**config.mk**
```make
export PLATFORM = sky130hd
export DESIGN_NAME = datagram_direction_router
export DESIGN_NICKNAME = d
export VERILOG_FILES = /design/src/rtl/drr_pkg.sv /design/src/rtl/datagram_direction_router.sv
export SDC_FILE = /design/constraint.sdc
export NUM_CORES = 1
export LEC_CHECK = 0
export BUFFER_PORTS_ARGS = -buffer_cell sky130_fd_sc_hd__buf_2
export CORE_MARGIN = 2
export CORE_UTILIZATION = 53
export CTS_BUF_LIST = sky130_fd_sc_hd__clkbuf_4 sky130_fd_sc_hd__clkbuf_8 sky130_fd_sc_hd__clkbuf_16
export DETAILED_ROUTE_END_ITERATION = 8
export HOLD_SLACK_MARGIN = 0.03
export PLACE_DENSITY = 0.76
export RECOVER_POWER = 100
export SLEW_MARGIN = 5
export SYNTH_ARGS = -nofsm -noshare
export SYNTH_HDL_FRONTEND = slang
export SYNTH_SLANG_ARGS = --single-unit
```
**constraint.sdc**
```tcl
create_clock -name aclk -period 11.8 [get_ports aclk]
set_input_delay 1.18 -clock aclk [delete_from_list [all_inputs] [get_ports aclk]]
set_output_delay 1.18 -clock aclk [all_outputs]
set_load 0.02 [all_outputs]
```
**src/rtl/drr_pkg.sv**
```systemverilog
// ----------------------------------------------------------------------------
// drr_pkg
// Types and constants shared by the datagram direction router.
// ----------------------------------------------------------------------------
`default_nettype none

package drr_pkg;

    // header checks
    localparam logic [31:0] MAGIC_VALUE = 32'hADBC_CBDA;
    localparam logic [15:0] MIN_LENGTH  = 16'd12;

    // routing decision
    typedef enum logic [1:0] {
        ACT_FANOUT  = 2'd0,
        ACT_SOURCE  = 2'd1,
        ACT_DROP    = 2'd2,
        ACT_CLEARED = 2'd3
    } drr_action_t;

    // packet class
    typedef enum logic [1:0] {
        CLS_UNKNOWN = 2'd0,
        CLS_APPS    = 2'd1,
        CLS_SOURCE  = 2'd2,
        CLS_AMBIG   = 2'd3
    } drr_class_t;

    // request kind
    typedef enum logic {
        REQ_ROUTE = 1'b0,
        REQ_CLEAR = 1'b1
    } drr_req_t;

    // input item
    typedef struct packed {
        logic        req_type;
        logic [15:0] pkt_length;
        logic [31:0] magic_word;
        logic [31:0] msg_type;
        logic [31:0] src_ip;
        logic [15:0] src_port;
    } drr_in_t;

    // result item
    typedef struct packed {
        drr_action_t action;
        drr_class_t  pkt_class;
        logic [31:0] dest_ip;
        logic [15:0] dest_port;
        logic [31:0] fanout_packets;
        logic [47:0] fanout_bytes;
        logic [31:0] reverse_packets;
        logic [47:0] reverse_bytes;
        logic [31:0] dropped_packets;
        logic [31:0] unknown_packets;
    } drr_out_t;

    // header classification by length, magic word and message type
    function automatic drr_class_t drr_classify(
        input logic [15:0] len,
        input logic [31:0] magic,
        input logic [31:0] mtype
    );
        drr_class_t cls;
        cls = CLS_UNKNOWN;
        if (len >= MIN_LENGTH && magic == MAGIC_VALUE && mtype[31:4] == 28'd0) begin
            unique case (mtype[3:0])
                4'd1, 4'd2, 4'd5, 4'd10, 4'd12: cls = CLS_APPS;
                4'd0, 4'd3, 4'd6:                cls = CLS_AMBIG;
                default:                         cls = CLS_SOURCE;
            endcase
        end
        return cls;
    endfunction

endpackage

`default_nettype wire

```
**src/rtl/datagram_direction_router.sv**
```systemverilog
// ----------------------------------------------------------------------------
// datagram_direction_router
// Classifies datagram headers and picks fan-out, send-to-source or drop.
// ----------------------------------------------------------------------------
// Accepts one header (or one counter-clear request) per clock and returns one
// result per item: the item is captured in an input register, classified and
// routed against the learned endpoint and the traffic counters in one pass, and
// the decision with the updated counters is held in an output register.
// Throughput is one item per cycle whenever the result side takes transfers; a
// stalled result holds the input register and then s_ready. allow_reverse
// resets to 1 and is written through cfg_wr_en.
// Counters wrap at their widths; a clear item zeroes them and keeps the
// learned endpoint.
// ----------------------------------------------------------------------------
`default_nettype none

module datagram_direction_router (
    input  wire                 aclk,
    input  wire                 aresetn,
    input  wire                 cfg_wr_en,
    input  wire                 cfg_wr_data,
    input  wire                 s_valid,
    output logic                s_ready,
    input  wire drr_pkg::drr_in_t s_data,
    output logic                m_valid,
    input  wire                 m_ready,
    output drr_pkg::drr_out_t   m_data
);

    import drr_pkg::*;

    // registers
    logic        allow_reverse_reg;
    logic        in_valid_reg;
    drr_in_t     in_data_reg;
    logic        out_valid_reg;
    drr_out_t    out_data_reg;
    logic        have_source_reg, have_source_next;
    logic [31:0] learned_ip_reg, learned_ip_next;
    logic [15:0] learned_port_reg, learned_port_next;
    logic [31:0] fanout_pkt_reg, fanout_pkt_next;
    logic [47:0] fanout_byte_reg, fanout_byte_next;
    logic [31:0] reverse_pkt_reg, reverse_pkt_next;
    logic [47:0] reverse_byte_reg, reverse_byte_next;
    logic [31:0] drop_reg, drop_next;
    logic [31:0] unknown_reg, unknown_next;
    drr_out_t    out_data_next;

    // decision terms
    logic        out_free;
    logic        work_fire;
    drr_class_t  cls;
    drr_action_t act;
    logic        same_src;
    logic        do_fanout;
    logic        do_source;
    logic        inc_drop;
    logic        inc_unknown;

    // handshake between input register and output register
    assign out_free  = !out_valid_reg || m_ready;
    assign work_fire = in_valid_reg && out_free;
    assign s_ready   = !in_valid_reg || work_fire;
    assign m_valid   = out_valid_reg;
    assign m_data    = out_data_reg;

    // classification and routing choice
    always_comb begin
        cls         = CLS_UNKNOWN;
        act         = ACT_DROP;
        do_fanout   = 1'b0;
        do_source   = 1'b0;
        inc_drop    = 1'b0;
        inc_unknown = 1'b0;
        same_src    = have_source_reg && learned_ip_reg == in_data_reg.src_ip
                      && learned_port_reg == in_data_reg.src_port;
        if (in_data_reg.req_type == REQ_CLEAR) begin
            act = ACT_CLEARED;
        end else begin
            cls = drr_classify(in_data_reg.pkt_length, in_data_reg.magic_word,
                               in_data_reg.msg_type);
            priority if (cls == CLS_SOURCE && !allow_reverse_reg) begin
                inc_drop = 1'b1;
            end else if (cls == CLS_APPS) begin
                do_fanout = 1'b1;
            end else if (cls == CLS_SOURCE) begin
                do_source = 1'b1;
            end else if (cls == CLS_AMBIG) begin
                if (!same_src && allow_reverse_reg && have_source_reg) begin
                    do_source = 1'b1;
                end else begin
                    do_fanout = 1'b1;
                end
            end else begin
                if (same_src) begin
                    do_fanout = 1'b1;
                end else if (!have_source_reg) begin
                    inc_unknown = 1'b1;
                    do_fanout   = 1'b1;
                end else begin
                    inc_unknown = 1'b1;
                    inc_drop    = 1'b1;
                end
            end
            // send to source with no learned endpoint becomes a drop
            if (do_source && !have_source_reg) begin
                inc_drop = 1'b1;
            end
            if (do_fanout) begin
                act = ACT_FANOUT;
            end else if (do_source && have_source_reg) begin
                act = ACT_SOURCE;
            end else begin
                act = ACT_DROP;
            end
        end
    end

    // endpoint learning and counter updates
    always_comb begin
        have_source_next  = have_source_reg;
        learned_ip_next   = learned_ip_reg;
        learned_port_next = learned_port_reg;
        fanout_pkt_next   = fanout_pkt_reg;
        fanout_byte_next  = fanout_byte_reg;
        reverse_pkt_next  = reverse_pkt_reg;
        reverse_byte_next = reverse_byte_reg;
        drop_next         = drop_reg;
        unknown_next      = unknown_reg;
        if (in_data_reg.req_type == REQ_CLEAR) begin
            fanout_pkt_next   = '0;
            fanout_byte_next  = '0;
            reverse_pkt_next  = '0;
            reverse_byte_next = '0;
            drop_next         = '0;
            unknown_next      = '0;
        end else begin
            if (do_fanout) begin
                have_source_next  = 1'b1;
                learned_ip_next   = in_data_reg.src_ip;
                learned_port_next = in_data_reg.src_port;
                fanout_pkt_next   = fanout_pkt_reg + 32'd1;
                fanout_byte_next  = fanout_byte_reg + {32'd0, in_data_reg.pkt_length};
            end
            if (do_source) begin
                reverse_pkt_next  = reverse_pkt_reg + 32'd1;
                reverse_byte_next = reverse_byte_reg + {32'd0, in_data_reg.pkt_length};
            end
            if (inc_drop) begin
                drop_next = drop_reg + 32'd1;
            end
            if (inc_unknown) begin
                unknown_next = unknown_reg + 32'd1;
            end
        end
    end

    // result assembly
    always_comb begin
        out_data_next.action          = act;
        out_data_next.pkt_class       = cls;
        out_data_next.dest_ip         = (act == ACT_SOURCE) ? learned_ip_reg : 32'd0;
        out_data_next.dest_port       = (act == ACT_SOURCE) ? learned_port_reg : 16'd0;
        out_data_next.fanout_packets  = fanout_pkt_next;
        out_data_next.fanout_bytes    = fanout_byte_next;
        out_data_next.reverse_packets = reverse_pkt_next;
        out_data_next.reverse_bytes   = reverse_byte_next;
        out_data_next.dropped_packets = drop_next;
        out_data_next.unknown_packets = unknown_next;
    end

    // control and state registers
    always_ff @(posedge aclk) begin
        if (!aresetn) begin
            allow_reverse_reg <= 1'b1;
            in_valid_reg      <= 1'b0;
            out_valid_reg     <= 1'b0;
            have_source_reg   <= 1'b0;
            learned_ip_reg    <= '0;
            learned_port_reg  <= '0;
            fanout_pkt_reg    <= '0;
            fanout_byte_reg   <= '0;
            reverse_pkt_reg   <= '0;
            reverse_byte_reg  <= '0;
            drop_reg          <= '0;
            unknown_reg       <= '0;
        end else begin
            if (cfg_wr_en) begin
                allow_reverse_reg <= cfg_wr_data;
            end
            if (s_ready) begin
                in_valid_reg <= s_valid;
            end
            if (out_free) begin
                out_valid_reg <= in_valid_reg;
            end
            if (work_fire) begin
                have_source_reg  <= have_source_next;
                learned_ip_reg   <= learned_ip_next;
                learned_port_reg <= learned_port_next;
                fanout_pkt_reg   <= fanout_pkt_next;
                fanout_byte_reg  <= fanout_byte_next;
                reverse_pkt_reg  <= reverse_pkt_next;
                reverse_byte_reg <= reverse_byte_next;
                drop_reg         <= drop_next;
                unknown_reg      <= unknown_next;
            end
        end
    end

    // payload registers
    always_ff @(posedge aclk) begin
        if (s_valid && s_ready) begin
            in_data_reg <= s_data;
        end
        if (work_fire) begin
            out_data_reg <= out_data_next;
        end
    end

    // a send to source only goes out with a learned endpoint
    assert property (@(posedge aclk) disable iff (!aresetn)
        out_valid_reg && out_data_reg.action == ACT_SOURCE |-> have_source_reg)
        else $error("send to source without learned endpoint");

    // destination is zero unless the result goes to the source
    assert property (@(posedge aclk) disable iff (!aresetn)
        out_valid_reg && out_data_reg.action != ACT_SOURCE
        |-> out_data_reg.dest_ip == 32'd0 && out_data_reg.dest_port == 16'd0)
        else $error("destination set on non-source result");

    // a clear result carries zeroed counters
    assert property (@(posedge aclk) disable iff (!aresetn)
        out_valid_reg && out_data_reg.action == ACT_CLEARED
        |-> out_data_reg.fanout_packets == 32'd0 && out_data_reg.fanout_bytes == 48'd0
            && out_data_reg.reverse_packets == 32'd0
            && out_data_reg.reverse_bytes == 48'd0
            && out_data_reg.dropped_packets == 32'd0
            && out_data_reg.unknown_packets == 32'd0)
        else $error("clear result with nonzero counters");

    // a fan-out transfer leaves an endpoint learned
    assert property (@(posedge aclk) disable iff (!aresetn)
        work_fire && act == ACT_FANOUT |=> have_source_reg)
        else $error("fan-out did not learn the sender");

    // the input register only blocks while it holds an item
    assert property (@(posedge aclk) disable iff (!aresetn)
        !s_ready |-> in_valid_reg && !out_free)
        else $error("input stalled without a pending item");

endmodule

`default_nettype wire

```
Word level (Yosys, flattened, before mapping)
Memory sizes are Yosys's and may differ from the RTL's. A register that Yosys moved wholly into a read port is not among the register bits.
Cells that the tools add are included.
{"block": "op_classes", "reduce_logical": 20, "eq_ne": 7, "addsub": 6, "mux": 48, "bitwise": 1, "n_lt_le_gt_ge": 1}
{"cell": "$mux 32", "count": 8}
{"cell": "$mux 48", "count": 4}
{"cell": "$add 32x1->32 const B", "count": 4}
{"cell": "$add 48x16->48", "count": 2}
{"cell": "$eq 32x32->1", "count": 1}
{"cell": "$eq 32x32->1 const B", "count": 1}
{"cell": "$mux 1", "count": 30}
{"cell": "$logic_not 28->1", "count": 1}
{"cell": "$eq 16x16->1", "count": 1}
{"cell": "$ge 16x4->1 const B", "count": 1}
{"cell": "$logic_and 1x1->1", "count": 11}
{"cell": "$mux 2", "count": 5}
{"cell": "$logic_not 1->1", "count": 5}
{"cell": "$eq 2x1->1 const B", "count": 2}
{"cell": "$eq 2x2->1 const B", "count": 2}
{"cell": "$mux 4", "count": 1}
{"cell": "$reduce_and 3->1", "count": 1}
{"cell": "$logic_or 1x1->1", "count": 2}
{"cell": "$not 1->1", "count": 1}
{"block": "word_totals", "elab_cells": 112, "memories": 1, "rom_bits": 32, "in_bits": 135, "regBits": 681}
{"memory": "(name not given)", "words": 16, "width": 2, "rd": 1, "rd_clocked_by_memory_dff": 1, "write_ports": 0, "line_no": "drr_pkg.sv:68", "rtl": "unique case (mtype[3:0])"}

Logic depth before layout (Yosys ltp)
{"block": "logic_depth", "depth_word": 17, "mapped_depth": 12, "ltp_nobuf": 11}

Worst setup path before layout
OpenSTA, ideal clock, no wires.
{"block": "synth_timing", "path_kind": "in2reg", "startpoint": "input m_ready", "endpoint": "register reverse_byte_reg[13]", "slack_ps": 429, "n_path_buf": 2, "setup_time_ps": 129, "path_stages": 8, "arrival_ps": 11243, "cell_sequence": "nor2b_1 > nand2b_1 > clkbuf_1 > inv_1 > clkbuf_1 > o21ai_0 > a32oi_1 > nor2_1"}
{"block": "synth_via", "elab_chain_len": 2}
{"element": "start: declaration", "line_no": "datagram_direction_router.sv:26", "rtl": "input wire m_ready,"}
{"element": "$logic_or 1x1->1", "line_no": "datagram_direction_router.sv:61", "rtl": "assign out_free = !out_valid_reg || m_ready;"}
{"element": "$logic_and 1x1->1", "line_no": "datagram_direction_router.sv:62", "rtl": "assign work_fire = in_valid_reg && out_free;"}
{"element": "net work_fire", "line_no": "datagram_direction_router.sv:51", "rtl": "logic work_fire;"}
{"element": "end signal: assignment", "line_no": "datagram_direction_router.sv:204", "rtl": "reverse_byte_reg <= reverse_byte_next;"}
{"element": "end: declaration", "line_no": "datagram_direction_router.sv:44", "rtl": "logic [47:0] reverse_byte_reg, reverse_byte_next;"}
The timed path passes the listed nets, and every way through them passes these cells.
A chain may end at the register's enable or synchronous reset.

==> metrics.md <==
| Metric | Value |
|---|---|
| Count of cell types in the netlist | `83` |
| Std cell rows | `89` |
| Share of the synthesized area in the top cell type | `38.1%` |
| DRT Pass-1 Iters | `6` |
| Status | `complete, but fails checks` |
| Synthesized area per cell | `10.2 um^2` |
| Worst hold slack | `0.460 ns` |
| Hold Buf Count CTS | `0` |
| Post-route design area | `0.0366 mm^2` |
| CTS root buffer | `clkbuf_16` |
| Syn. warnings | `0` |
| CTS buffer count | `74` |
| Worst setup path category | `input port to register` |
| Setup violators final | `0` |
| Relative slew slack | `-180%` |
| R2r startpoint | `m_valid` |
| Synth area leader | `edfxtp_1` |
| Hpwl dp | `57100 um` |
| Finished Layout Cells | `4290` |
| Grt ovf | `0` |
| Fin crit share | `66.1%` |
| Die boundary width | `249 um` |
| Sequential area share after synthesis | `55.5%` |
| Final hold vios | `0` |
| F_max | `128 MHz` |
| Cell area after synthesis | `0.0319 mm^2` |
| Placed cells | `4149` |
| Initial antenna violation count | `5` |
| Leading cell type in the layout, fill and taps excluded | `edfxtp_1` |
| Crit path required time | `12.34 ns` |
| Setup Buffers After CTS | `0` |
| Placed Area | `0.0345 mm^2` |
| Post-CTS sizing | `0` |
| Min-Delay Path Class | `register to register` |
| Final worst path period need | `7.80 ns` |
| Fraction of registers with async set/reset | `0%` |
| Final core occ | `61.8%` |
| Iter 0 DRT Violations | `2488` |
| Worst-Margin Slew | `4.10 ns` |
| Global-route wire length before repair | `133000 um` |
| Cells after Synth | `3132` |
| Via density | `5.99` |
| Syn_nets | `3310` |
| Residual DRC | `0` |
| Clock Pin Slew Worst Setup and Hold Paths | `0.06 ns` |
| Post-Route WL | `87400 um` |
| Commonest cells after routing, fill and taps aside | `edfxtp_1, nand2_1, clkbuf_1` |
| R2R setup slack | `4.55 ns` |
| Violated checks | `max-capacitance violations, max-slew violations` |
| Initial core utilization | `53.9%` |
| Share of layout cells above drive strength 1 | `9.05%` |
| Unrepaired setup endpoints after global routing | `no` |
| Hold Crit Depth | `2` |
| Max-capacitance violation count | `17` |
| Number of global-route vias before repair | `23.5k` |
| Reg-to-Reg End | `unknown_reg[27]` |
| Post-synth EDFFs | `405` |
| Max clock buf depth | `3` |
| CTS sink cnt | `683` |
| Worst skew pair latency | `0.62 ns` |
| Reg2Reg Depth | `9` |
| Sum Neg Setup Slack | `0 ns` |
| Max FFs per register | `276` |
| WL per Instance | `20.4 um` |
| Main area contributors after synthesis | `edfxtp_1, dfxtp_1, xor2_1` |
| Io pins | `413` |
| RePlAce Congestion | `0.903` |
| H-tree Lvls | `3` |
| Die Span Y | `249 um` |
| Layout Nets | `3630` |
| Area grow syn2layout | `14.6%` |
| Min-delay src | `reverse_byte_reg[0]` |
| Layout Skew | `0.0236 ns` |
| Data arrival, critical path | `8.35 ns` |
| Flops & latches, synth | `683` |
| Primary FF master, synth | `edfxtp_1` |
| Crit path from | `aresetn` |
| Die Area | `0.0622 mm^2` |
| Largest net degree at the start of global routing | `101` |
| Critical Path Sink Type | `register` |
| Vias post-DR | `25.7k` |
| Pwr/cell area | `150 mW/mm^2` |
| Critical Path Start Type | `input port` |
| P_leak | `12.5 nW` |
| I/O Buffers | `412` |
| Worst-path maximum fanout | `74` |
| Post-DRT Antenna Nets | `0` |
| Total core area | `0.0592 mm^2` |
| VDD IR-drop max | `0.000137 V` |
| CTS tree | `built` |
| Overall routing resource usage | `27.2%` |
| Slew Limit Fails | `666` |
| Hold EP | `reverse_byte_reg[0]` |
[cell usage after synthesis, types with 9 or more instances]
| cell type | number |
|---|---|
| edfxtp_1 | 405 |
| clkbuf_1 | 167 |
| nor2_1 | 292 |
| a21o_1 | 10 |
| dfxtp_1 | 278 |
| a41oi_1 | 15 |
| and2_1 | 74 |
| or4_1 | 13 |
| o31ai_1 | 34 |
| and4_1 | 27 |
| buf_2 | 17 |
| nor2b_1 | 20 |
| buf_1 | 12 |
| nand4_1 | 68 |
| o21ai_0 | 154 |
| and3_1 | 51 |
| a211oi_1 | 9 |
| a31oi_1 | 87 |
| inv_1 | 55 |
| xnor2_1 | 89 |
| nand2b_1 | 13 |
| a21oi_1 | 209 |
| nand2_1 | 337 |
| xor2_1 | 155 |
| ha_1 | 41 |
| or3_1 | 80 |
| nand3_1 | 123 |
| nor4_1 | 63 |
| nor3_1 | 34 |
| mux2i_1 | 22 |
| o21a_1 | 12 |
| a22o_1 | 16 |
[per-layer routing]
| layer | vias up | wire (um) | track usage, % |
|---|---|---|---|
| met1 | 12200 | 36600 | 37.5 |
| met4 | 0 | 3760 | 12.0 |
| met5 | - | 0 | 0 |
| li1 | 12100 | - | - |
| met3 | 207 | 7240 | 4.81 |
| met2 | 1188 | 39800 | 42.3 |
[cell type report]
cell class / instances / area, um^2
clock buffer: 99 / 2100
clock inverter: 39 / 544
antenna: 3 / 7.51
multi-input combinational: 2194 / 13200
timing repair buffer: 444 / 1890
sequential: 683 / 17700
tap: 773 / 967
fill: 4946 / 22600
inverter: 55 / 211
[report_power, final]
part           internal, mW  total [mW]  switching, mW
registers              2.61        2.66         0.0489
clock network          1.51        2.49          0.983
logic                0.0880       0.350          0.262
total                  4.21        5.51           1.29
[worst max-delay path by stage]
stage | to | slack, ns | cells after the start
global placement | unknown_reg[27] | 6.72 | 10
detailed placement | unknown_reg[27] | 6.65 | 10
floorplan | reverse_byte_reg[13] | 0.43 | 8
CTS | unknown_reg[27] | 7.29 | 10
finish | fanout_byte_reg[6] | 4.00 | 7
global route | unknown_reg[27] | 3.52 | 10
[stage by stage]
step | worst slack [ns] | total power [mW]
global placement | 6.72 | 3.06
finish | 4.00 | 5.51
global route | 3.52 | 5.67
floorplan | 0.429 | 2.93
detailed placement | 6.65 | 3.07
CTS | 7.29 | 5.55
[cell families after synthesis]
kind of cell	synth area share [%]
mux	0.866
simple gates	19.6
compound gates	12.5
buf+inv	3.15
fa+ha+maj	1.73
flops	55.5
xor+xnor	6.69
[critical path, cell delays in order]
cell	delay, ns
clkbuf_1	1.05
inv_4	0.70
nor2_4	0.23
clkbuf_1	2.29
nand2_4	0.79
o21ai_0	1.75
a22o_1	0.28
Note: power is estimated with default switching activity, not from simulation.
